**src/rtl/dual_ultrasonic_echo_timer_core_defines.svh**
```systemverilog
// ----------------------------------------------------------------------------
// Assertion macros for the dual ultrasonic echo timer core.
// Checks are active in simulation and empty in synthesis.
// ----------------------------------------------------------------------------
`ifndef DUAL_ULTRASONIC_ECHO_TIMER_CORE_DEFINES_SVH
`define DUAL_ULTRASONIC_ECHO_TIMER_CORE_DEFINES_SVH

`ifndef SYNTHESIS
`define DUET_ASSERT(label, prop) \
    label: assert property (@(posedge clk) disable iff (!rst_n) prop) \
        else $error("duet assertion failed")
`define DUET_ASSERT_NEVER(label, cond) \
    label: assert property (@(posedge clk) disable iff (!rst_n) !(cond)) \
        else $error("duet assertion failed")
`else
`define DUET_ASSERT(label, prop)
`define DUET_ASSERT_NEVER(label, cond)
`endif

`endif

```
**src/rtl/duet_pkg.sv**
```systemverilog
// ----------------------------------------------------------------------------
// Dual ultrasonic echo timer package
// Widths, state encodings, register indexes and shared structures.
// ----------------------------------------------------------------------------
package duet_pkg;

    localparam int TIME_BITS  = 16;
    localparam int COUNT_BITS = 8;

    typedef enum logic [1:0] {
        SENSOR_NONE   = 2'd0,
        SENSOR_FIRST  = 2'd1,
        SENSOR_SECOND = 2'd2
    } sensor_t;

    typedef enum logic [1:0] {
        PHASE_STOP = 2'd0,
        PHASE_RISE = 2'd1,
        PHASE_FALL = 2'd2
    } phase_t;

    typedef enum logic [1:0] {
        CFG_INTERVAL      = 2'd0,
        CFG_ENABLE_FIRST  = 2'd1,
        CFG_ENABLE_SECOND = 2'd2
    } cfg_reg_t;

    localparam logic CMD_TICK = 1'b0;
    localparam logic CMD_ECHO = 1'b1;

    typedef struct packed {
        logic [COUNT_BITS-1:0] interval_ticks;
        logic                  enable_first;
        logic                  enable_second;
    } cfg_t;

    typedef struct packed {
        logic                 command;
        logic                 echo_first;
        logic                 echo_second;
        logic [TIME_BITS-1:0] timer_value;
    } item_t;

    typedef struct packed {
        logic                 trigger_first;
        logic                 trigger_second;
        logic [TIME_BITS-1:0] reading_first;
        logic [TIME_BITS-1:0] reading_second;
        logic                 reading_valid;
        logic                 idle;
    } result_t;

endpackage

```
**src/rtl/duet_ctrl.sv**
```systemverilog
// ----------------------------------------------------------------------------
// Sensor sequencer and echo capture
// Holds the sensor selection, capture phase, interval countdown and readings,
// and updates them for one transaction per step.
// ----------------------------------------------------------------------------
`include "dual_ultrasonic_echo_timer_core_defines.svh"

module duet_ctrl
    import duet_pkg::*;
(
    input  logic    clk,
    input  logic    rst_n,
    input  logic    step,
    input  item_t   item,
    input  cfg_t    cfg,
    output result_t result
);

    sensor_t               active_reg, active_next;
    phase_t                phase_reg, phase_next;
    logic [TIME_BITS-1:0]  rise_time_reg, rise_time_next;
    logic [COUNT_BITS-1:0] countdown_reg, countdown_next;
    logic [TIME_BITS-1:0]  stored_first_reg, stored_first_next;
    logic [TIME_BITS-1:0]  stored_second_reg, stored_second_next;

    function automatic logic is_enabled(sensor_t s, cfg_t c);
        logic en;
        en = 1'b0;
        if (s == SENSOR_FIRST)
        begin
            en = c.enable_first;
        end
        else if (s == SENSOR_SECOND)
        begin
            en = c.enable_second;
        end
        return en;
    endfunction

    always_comb
    begin
        sensor_t              pick;
        sensor_t              alt;
        logic                 level;
        logic [TIME_BITS-1:0] width;

        active_next        = active_reg;
        phase_next         = phase_reg;
        rise_time_next     = rise_time_reg;
        countdown_next     = countdown_reg;
        stored_first_next  = stored_first_reg;
        stored_second_next = stored_second_reg;
        result             = '0;

        pick  = (active_reg == SENSOR_FIRST) ? SENSOR_SECOND : SENSOR_FIRST;
        alt   = (pick == SENSOR_FIRST) ? SENSOR_SECOND : SENSOR_FIRST;
        level = (active_reg == SENSOR_FIRST) ? item.echo_first : item.echo_second;
        width = item.timer_value - rise_time_reg;

        if (item.command == CMD_TICK)
        begin
            if (countdown_reg != '0)
            begin
                countdown_next = countdown_reg - 1'b1;
            end
            else
            begin
                if (is_enabled(pick, cfg))
                begin
                    active_next = pick;
                end
                else if (is_enabled(alt, cfg))
                begin
                    active_next = alt;
                end
                else
                begin
                    active_next = SENSOR_NONE;
                end
                if (active_next == SENSOR_NONE)
                begin
                    phase_next = PHASE_STOP;
                end
                else
                begin
                    phase_next = PHASE_RISE;
                    result.trigger_first  = (active_next == SENSOR_FIRST);
                    result.trigger_second = (active_next == SENSOR_SECOND);
                end
                countdown_next = cfg.interval_ticks;
            end
        end
        else if (active_reg != SENSOR_NONE && phase_reg != PHASE_STOP)
        begin
            case (phase_reg)
                PHASE_RISE:
                begin
                    if (level)
                    begin
                        rise_time_next = item.timer_value;
                        phase_next     = PHASE_FALL;
                    end
                end
                PHASE_FALL:
                begin
                    if (!level)
                    begin
                        if (active_reg == SENSOR_FIRST)
                        begin
                            stored_first_next = width;
                        end
                        else
                        begin
                            stored_second_next = width;
                        end
                        phase_next           = PHASE_STOP;
                        result.reading_valid = 1'b1;
                    end
                end
                default:
                begin
                    phase_next = PHASE_STOP;
                end
            endcase
        end

        result.reading_first  = stored_first_next;
        result.reading_second = stored_second_next;
        result.idle           = (active_next == SENSOR_NONE) || (phase_next == PHASE_STOP);
    end

    always_ff @(posedge clk or negedge rst_n)
    begin
        if (!rst_n)
        begin
            active_reg        <= SENSOR_NONE;
            phase_reg         <= PHASE_STOP;
            rise_time_reg     <= '0;
            countdown_reg     <= '0;
            stored_first_reg  <= '0;
            stored_second_reg <= '0;
        end
        else if (step)
        begin
            active_reg        <= active_next;
            phase_reg         <= phase_next;
            rise_time_reg     <= rise_time_next;
            countdown_reg     <= countdown_next;
            stored_first_reg  <= stored_first_next;
            stored_second_reg <= stored_second_next;
        end
    end

    `DUET_ASSERT(a_trigger_arms, step && (result.trigger_first || result.trigger_second) |=> phase_reg == PHASE_RISE);
    `DUET_ASSERT(a_reading_stops, step && result.reading_valid |=> phase_reg == PHASE_STOP);
    `DUET_ASSERT_NEVER(a_fall_needs_sensor, phase_reg == PHASE_FALL && active_reg == SENSOR_NONE);
    `DUET_ASSERT(a_readings_hold, !step |=> $stable(stored_first_reg) && $stable(stored_second_reg));

endmodule

```
**src/rtl/dual_ultrasonic_echo_timer_core.sv**
```systemverilog
// ----------------------------------------------------------------------------
// Dual ultrasonic echo timer core
// Alternates trigger pulses between two ultrasonic sensors and measures the
// width of each echo pulse from capture timer values.
// ----------------------------------------------------------------------------
// Each input transaction is either an interval tick or an echo pin change and
// produces exactly one result transaction. The core accepts one transaction
// per clock cycle while the result is not stalled; a transaction passes
// through an input register, the sequencer logic that updates the sensor state,
// and a result register, and its result is offered from the result register.
// A stalled result holds the pipeline and raises in_stall once the input
// register is also occupied. Configuration writes are always accepted and
// should only be made while no transaction is in flight.

module dual_ultrasonic_echo_timer_core
    import duet_pkg::*;
(
    input  logic                  clk,
    input  logic                  rst_n,

    input  logic                  in_valid,
    output logic                  in_stall,
    input  logic                  command,
    input  logic                  echo_first,
    input  logic                  echo_second,
    input  logic [TIME_BITS-1:0]  timer_value,

    output logic                  out_valid,
    input  logic                  out_stall,
    output logic                  trigger_first,
    output logic                  trigger_second,
    output logic [TIME_BITS-1:0]  reading_first,
    output logic [TIME_BITS-1:0]  reading_second,
    output logic                  reading_valid,
    output logic                  idle,

    input  logic                  cfg_valid,
    output logic                  cfg_ready,
    input  logic [1:0]            cfg_index,
    input  logic [COUNT_BITS-1:0] cfg_data
);

    cfg_t    cfg_reg;
    logic    stage_valid_reg;
    item_t   stage_item_reg;
    logic    out_valid_reg;
    result_t out_reg;
    result_t result;
    logic    advance;
    logic    step;
    logic    in_accept;

    assign advance   = !out_valid_reg || !out_stall;
    assign step      = stage_valid_reg && advance;
    assign in_stall  = stage_valid_reg && !advance;
    assign in_accept = in_valid && !in_stall;
    assign cfg_ready = 1'b1;

    always_ff @(posedge clk or negedge rst_n)
    begin
        if (!rst_n)
        begin
            cfg_reg.interval_ticks <= COUNT_BITS'(20);
            cfg_reg.enable_first   <= 1'b1;
            cfg_reg.enable_second  <= 1'b1;
        end
        else if (cfg_valid && cfg_ready)
        begin
            case (cfg_reg_t'(cfg_index))
                CFG_INTERVAL:      cfg_reg.interval_ticks <= cfg_data;
                CFG_ENABLE_FIRST:  cfg_reg.enable_first   <= cfg_data[0];
                CFG_ENABLE_SECOND: cfg_reg.enable_second  <= cfg_data[0];
                default:           ;
            endcase
        end
    end

    always_ff @(posedge clk or negedge rst_n)
    begin
        if (!rst_n)
        begin
            stage_valid_reg <= 1'b0;
            out_valid_reg   <= 1'b0;
        end
        else
        begin
            if (in_accept)
            begin
                stage_valid_reg <= 1'b1;
            end
            else if (step)
            begin
                stage_valid_reg <= 1'b0;
            end
            if (advance)
            begin
                out_valid_reg <= stage_valid_reg;
            end
        end
    end

    always_ff @(posedge clk)
    begin
        if (in_accept)
        begin
            stage_item_reg <= '{command, echo_first, echo_second, timer_value};
        end
        if (step)
        begin
            out_reg <= result;
        end
    end

    duet_ctrl u_ctrl
    (
        .clk    (clk),
        .rst_n  (rst_n),
        .step   (step),
        .item   (stage_item_reg),
        .cfg    (cfg_reg),
        .result (result)
    );

    assign out_valid      = out_valid_reg;
    assign trigger_first  = out_reg.trigger_first;
    assign trigger_second = out_reg.trigger_second;
    assign reading_first  = out_reg.reading_first;
    assign reading_second = out_reg.reading_second;
    assign reading_valid  = out_reg.reading_valid;
    assign idle           = out_reg.idle;

endmodule
```
**config.mk**
```make
export PLATFORM = sky130hd
export DESIGN_NAME = dual_ultrasonic_echo_timer_core
export DESIGN_NICKNAME = d
export VERILOG_FILES = /design/src/rtl/duet_pkg.sv /design/src/rtl/duet_ctrl.sv /design/src/rtl/dual_ultrasonic_echo_timer_core.sv
export VERILOG_INCLUDE_DIRS = /design/src /design/src/rtl
export SDC_FILE = /design/constraint.sdc
export NUM_CORES = 1
export LEC_CHECK = 0
export BUFFER_PORTS_ARGS = -buffer_cell sky130_fd_sc_hd__buf_2
export CAP_MARGIN = 15
export CORE_MARGIN = 3
export CORE_UTILIZATION = 55
export DETAILED_ROUTE_END_ITERATION = 6
export GPL_ROUTABILITY_DRIVEN = 0
export PLACE_DENSITY_LB_ADDON = 0.1
export SYNTH_ARGS = -nofsm -noshare
export SYNTH_HDL_FRONTEND = slang
export SYNTH_HIERARCHICAL = 1
export SYNTH_SLANG_ARGS = --single-unit
```
**constraint.sdc**
```tcl
create_clock -name clk -period 5.5 [get_ports clk]
set_input_delay 0 -clock clk [delete_from_list [all_inputs] [get_ports clk]]
set_output_delay 0 -clock clk [all_outputs]
set_load 0.01 [all_outputs]
```
## After elaboration in Yosys (flattened, before gate mapping)

Index checks and enable logic that the tools add are counted.

| storage, ports and cells | value |
|---|---|
| register bits | 127 |

| operators by class | value |
|---|---|
| eq/ne operators | 11 |
| bitwise gates (word level) | 1 |
| reduce and logical (&&, ||, !) cells | 25 |
| add/sub/neg operators | 2 |
| mux-type cells | 39 |

Operators by type and width:

| operator | count |
|---|---|
| $mux W16 | 10 |
| $mux W2 | 13 |
| $sub A16 B16 Y16 | 1 |
| $mux W1 | 14 |
| $eq A2 B1 Y1 const B | 6 |
| $eq A2 B2 Y1 const B | 5 |
| $logic_not A2 Y1 | 4 |
| $mux W8 | 1 |
| $reduce_and A2 Y1 | 4 |
| $reduce_bool A8 Y1 | 1 |
| $sub A8 B1 Y8 const B | 1 |
| $reduce_bool A2 Y1 | 3 |
| $reduce_and A5 Y1 | 1 |
| $logic_and A1 B1 Y1 | 4 |
| $logic_not A1 Y1 | 4 |
| $pmux W2 S2 | 1 |
| $reduce_and A3 Y1 | 1 |
| $reduce_or A3 Y1 | 1 |
| $logic_or A1 B1 Y1 | 2 |
| $not A1 Y1 | 1 |

## Depth between registers and ports, before layout

| depth | value |
|---|---|
| word-level depth | 20 |
| gate-level depth with buffers | 9 |

## Cells and area by module

Netlist, hierarchy kept.

By module, submodules not included:

| module | cells each | instances | sequential area each (µm²) | area an instance (µm²) |
|---|---|---|---|---|
| duet_ctrl | 433 | 1 | 1501.4 | 3881.2 |
| dual_ultrasonic_echo_timer_core | 88 | 1 | 1956.9 | 2150.8 |

## Worst setup path after synthesis

OpenSTA, ideal clock, no wires.

| path | value |
|---|---|
| kind | register to register |
| start point | register out_valid_reg (netlist: out_valid) |
| end point | register u_ctrl.rise_time_reg[0] |
| buffers on the path | 2 |
| arrival time | 4.379 ns |
| slack | 0.997 ns |
| clock period less this slack | 4.503 ns |
| cell stages (with the launch flop) | 7 |
| path through | dfrtp_1 a21boi_0 clkbuf_1 nand2_1 nor3_1 clkbuf_1 mux2_2 |

| on the way | value |
|---|---|
| cells in the longest elaborated chain, start to end | 4 |

RTL lines:

| what | line | text |
|---|---|---|
| start: declaration | dual_ultrasonic_echo_timer_core.sv:46 | `logic out_valid_reg;` |
| start signal: assignment | dual_ultrasonic_echo_timer_core.sv:97 | `out_valid_reg <= stage_valid_reg;` |
| $logic_not A1 Y1 | dual_ultrasonic_echo_timer_core.sv:53 | `assign advance = !out_valid_reg \|\| !out_stall;` |
| $logic_or A1 B1 Y1 | dual_ultrasonic_echo_timer_core.sv:53 |  |
| $logic_and A1 B1 Y1 | dual_ultrasonic_echo_timer_core.sv:54 | `assign step = stage_valid_reg && advance;` |
| via step | dual_ultrasonic_echo_timer_core.sv:50 | `logic step;` |
| $reduce_and A5 Y1 (no line) | - |  |
| end signal: assignment | duet_ctrl.sv:147 | `rise_time_reg <= rise_time_next;` |
| end: declaration | duet_ctrl.sv:21 | `logic [TIME_BITS-1:0] rise_time_reg, rise_time_next;` |

The timed path passes the listed nets, and every way through them passes these cells.
A chain may end at the register's enable or synchronous reset.

==> flow_metrics.tcl <==
set metrics [dict create \
    swShare_pct 30.1 \
    cp_data_arrival_time_ns 2.86 \
    final-max-slew-violation-count 0 \
    post_cts_resized 0 \
    grt_antenna_before_repair 0 \
    timing_worst_setup_path_type "flop to flop" \
    cell_at_the_root_of_the_clock_tree "clkbuf_8" \
    synth_nets 576 \
    synth.top_cell.area_share_pct 28.2 \
    netlist-cell-type-count 57 \
    synth_most_common_cell "nand2_1" \
    synthAdderAreaFrac_pct 4.48 \
    numPlacedInstances 711 \
    rsz_0062_raised_after_global_routing "no" \
    start_kind "flop" \
    cts_htree_levels 4 \
    layoutNonFillerInstCount 786 \
    vias_in_the_first_global_route 4196 \
    seq_power_share_pct 41.9 \
    multi_input_comb_area_um2 2400 \
    comb_power_share_pct 24.4 \
    fin_setup_tns_ns 0 \
    post_synth_mux_area_share_pct 10.5 \
    grt_first_pass_wirelength_um 20900 \
    seqCellArea_um2 3460 \
    synthSimpleGateAreaFrac_pct 11.3 \
    fillerInstances 739 \
    internal-power_w 0.00204 \
    pwr-share-clk_pct 33.6 \
    critical_path.endpoint_type "flop" \
    nNetsFinal 692 \
    net-switching-power_w 0.000879 \
    cts_sink_cnt 127 \
    drt_iter0_markers 317 \
    synth_ff_type "dfrtp_1" \
    ctsLongestPathBuffers 2 \
    netlist_area_um2 6030 \
    core.rowCount 37 \
    worst_setup_hold_path_clk_slew_ns 0.06 \
    yosys.area_share.xor_xnor_pct 1.74 \
    globalRouteOverflowTotal 0 \
    design.die.area_um2 12300 \
    reg2reg_setup_slack_ns 2.90 \
    ys_top_cells_by_count "nand2_1, dfrtp_1, edfxtp_1" \
    layout-drive-gt1-share_pct 26.2 \
    viasPerCell 5.50 \
    ys_seq_area_share_pct 57.3 \
    synth_cells 521 \
    finish.utilization_pct 71.1 \
    setup_viol_count_final 0 \
    post-route-min-period_ns 2.60 \
    finalHoldViolCount 0 \
    maxCapViolCount 0 \
    core-area_um2 10500 \
    postCtsSetupBuffers 0 \
    timing.hold.worst.class "input pin to flop" \
    firstDrtPassIters 5 \
    drt.antenna.violating_nets 0 \
    maxSlewHeadroom_pct 37.6 \
    dp_hpwl_um 8220 \
    wl_per_cell_um 15.9 \
    maxClockFrequency_mhz 384 \
    port-buffer-count 71 \
    area_growth_pct 23.8 \
    irDropWorstVdd_mv 0.221 \
    detailroute.via_count 4321 \
    synth_compound_gate_area_share_pct 11.3 \
    floorplan.initialDensity_pct 57.4 \
    asyncSetResetFlopFracSynth_pct 56.7 \
    largest_reg_flops 19 \
    die_h_um 111 \
    global_route.usage.total_pct 21.3 \
    synth_top_family_by_area "compound AO/OA/AOI/OAI gates" \
    totalWireLength_um 12500 \
    period_share_pct 47.3 \
    finalClockSkew_ns 0.0149 \
    cts_tree "yes" \
    synth_top_cell_by_area "dfrtp_1" \
    die_x_um 111 \
    route.detailed.drc 0 \
    timing.critical_path.required_ns 5.76 \
    cells_taking_the_most_area_after_synthesis "dfrtp_1, edfxtp_1, mux2_2" \
    synthesis.yosys.warnings 6 \
    outcome "finished, final reports clean" \
    maximum_number_of_pins_on_one_net_before_global_route_repair 73 \
    cp_max_fo 4 \
    io_pins 73 \
    power.static_leakage_nw 3.38 \
    synth_enable_flop_cells 55 \
    clkLatencyLatePin_ns 0.52 \
    pwr_density_cell_nw_per_um2 391 \
    antennaDiodeCount 0 \
    cts_buffers 17 \
    synth_seq_cells 127 \
    post_synth.cell_area_avg_um2 11.6 \
    tightest_slew_ns 0.936 \
]
## final cells by class
type / count / share of cell area (%)
well taps: 136 / 2.28
clock inverters: 7 / 0.871
multi-input cells: 346 / 32.1
flip-flops and latches: 127 / 46.3
inverters: 26 / 1.31
repair buffers: 119 / 11.0
clock buffers: 25 / 6.08
## final timing paths
path                       cells past startpoint                           end                    startpoint
max                                            7            reading_second[12]             stage_item_reg[2]
min                                            2             stage_item_reg[7]                timer_value[7]
max reg2reg                                    7            reading_second[12]             stage_item_reg[2]
min reg2reg                                    2  u_ctrl/stored_second_reg[10]  u_ctrl/stored_second_reg[10]
max in group asynchronous                      3  u_ctrl/stored_second_reg[12]                         rst_n
min in group asynchronous                      3                    cfg_reg[9]                         rst_n
## repair_timing
item / CTS / global route
hold buffers: 43 / 0
hold endpoints to repair: 99 / 0
setup endpoints to repair: 0 / 0
## per-layer routing
layer	GRT usage, %	share of wire, %	vias to the layer above
li1	-	-	2097
met1	28.9	47	2084
met2	34.0	47	129
met3	5.02	4.8	11
met4	7.47	1.0	0
met5	0	0	-
## per-stage QoR
| stage | area, µm² | hold slack, ns | worst slack, ns | power, W |
|---|---|---|---|---|
| 2_1_floorplan | 6030 | -0.296 | 0.997 | 0.00171 |
| 3_3_place_gp | 6520 | 0.178 | 2.99 | 0.00188 |
| 3_5_place_dp | 6520 | 0.178 | 2.91 | 0.00190 |
| 4_1_cts | 7470 | 0.164 | 2.92 | 0.00293 |
| 5_1_grt | 7470 | 0.178 | 2.66 | 0.00309 |
| 6_report | 7470 | 0.183 | 2.90 | 0.00292 |
## layout by cell type, fill, tap and decap left out, types with 3 or more instances in the layout
cell           count
a21o_1             5
a21oi_1           26
a31oi_1            5
buf_2             71
buf_4              5
clkbuf_1           7
clkbuf_16         16
clkinv_2           4
dfrtp_1           68
dfstp_2            4
dlygate4sd3_1     43
edfxtp_1          55
ha_1              20
inv_1             26
mux2_2            52
mux2i_1            5
nand2_1           73
nand2b_1           5
nand3_1            6
nand3b_1           4
nor2_1            22
nor2b_1            3
nor3_1            15
o211ai_1           8
o21a_1             3
o21ai_0           41
o31ai_1            5
xnor2_1            7
xor2_1             5
## power by group through the flow
stage | Clock [W] | Sequential [W] | Combinational [W]
after CTS | 0.00100 | 0.00122 | 0.000708
after global routing | 0.00105 | 0.00124 | 0.000796
final | 0.000981 | 0.00123 | 0.000714
after floorplan | 0 | 0.00123 | 0.000478
after global placement | 0 | 0.00123 | 0.000643
after detailed placement | 0 | 0.00124 | 0.000665
## worst max-delay path: stages, from the launching register on
cell      delay [ns]
edfxtp_1        0.38
ha_1            0.36
nor2b_1         0.16
o31a_1          0.28
o31ai_1         0.48
o211ai_1        0.19
xor2_1          0.20
mux2_2          0.28
## logic make-up (layout without fill, tap and decap cells)
family                   after synthesis  in the layout
AND/OR/NAND/NOR                      145            145
flip-flops                           127            127
AO/OA/AOI/OAI                        110            110
multiplexers                          57             57
buffers and inverters                 48            177
adder cells (fa/ha/maj)               21             21
XOR/XNOR                              12             12
other                                  1              1
(Power assumes the default switching activity.)
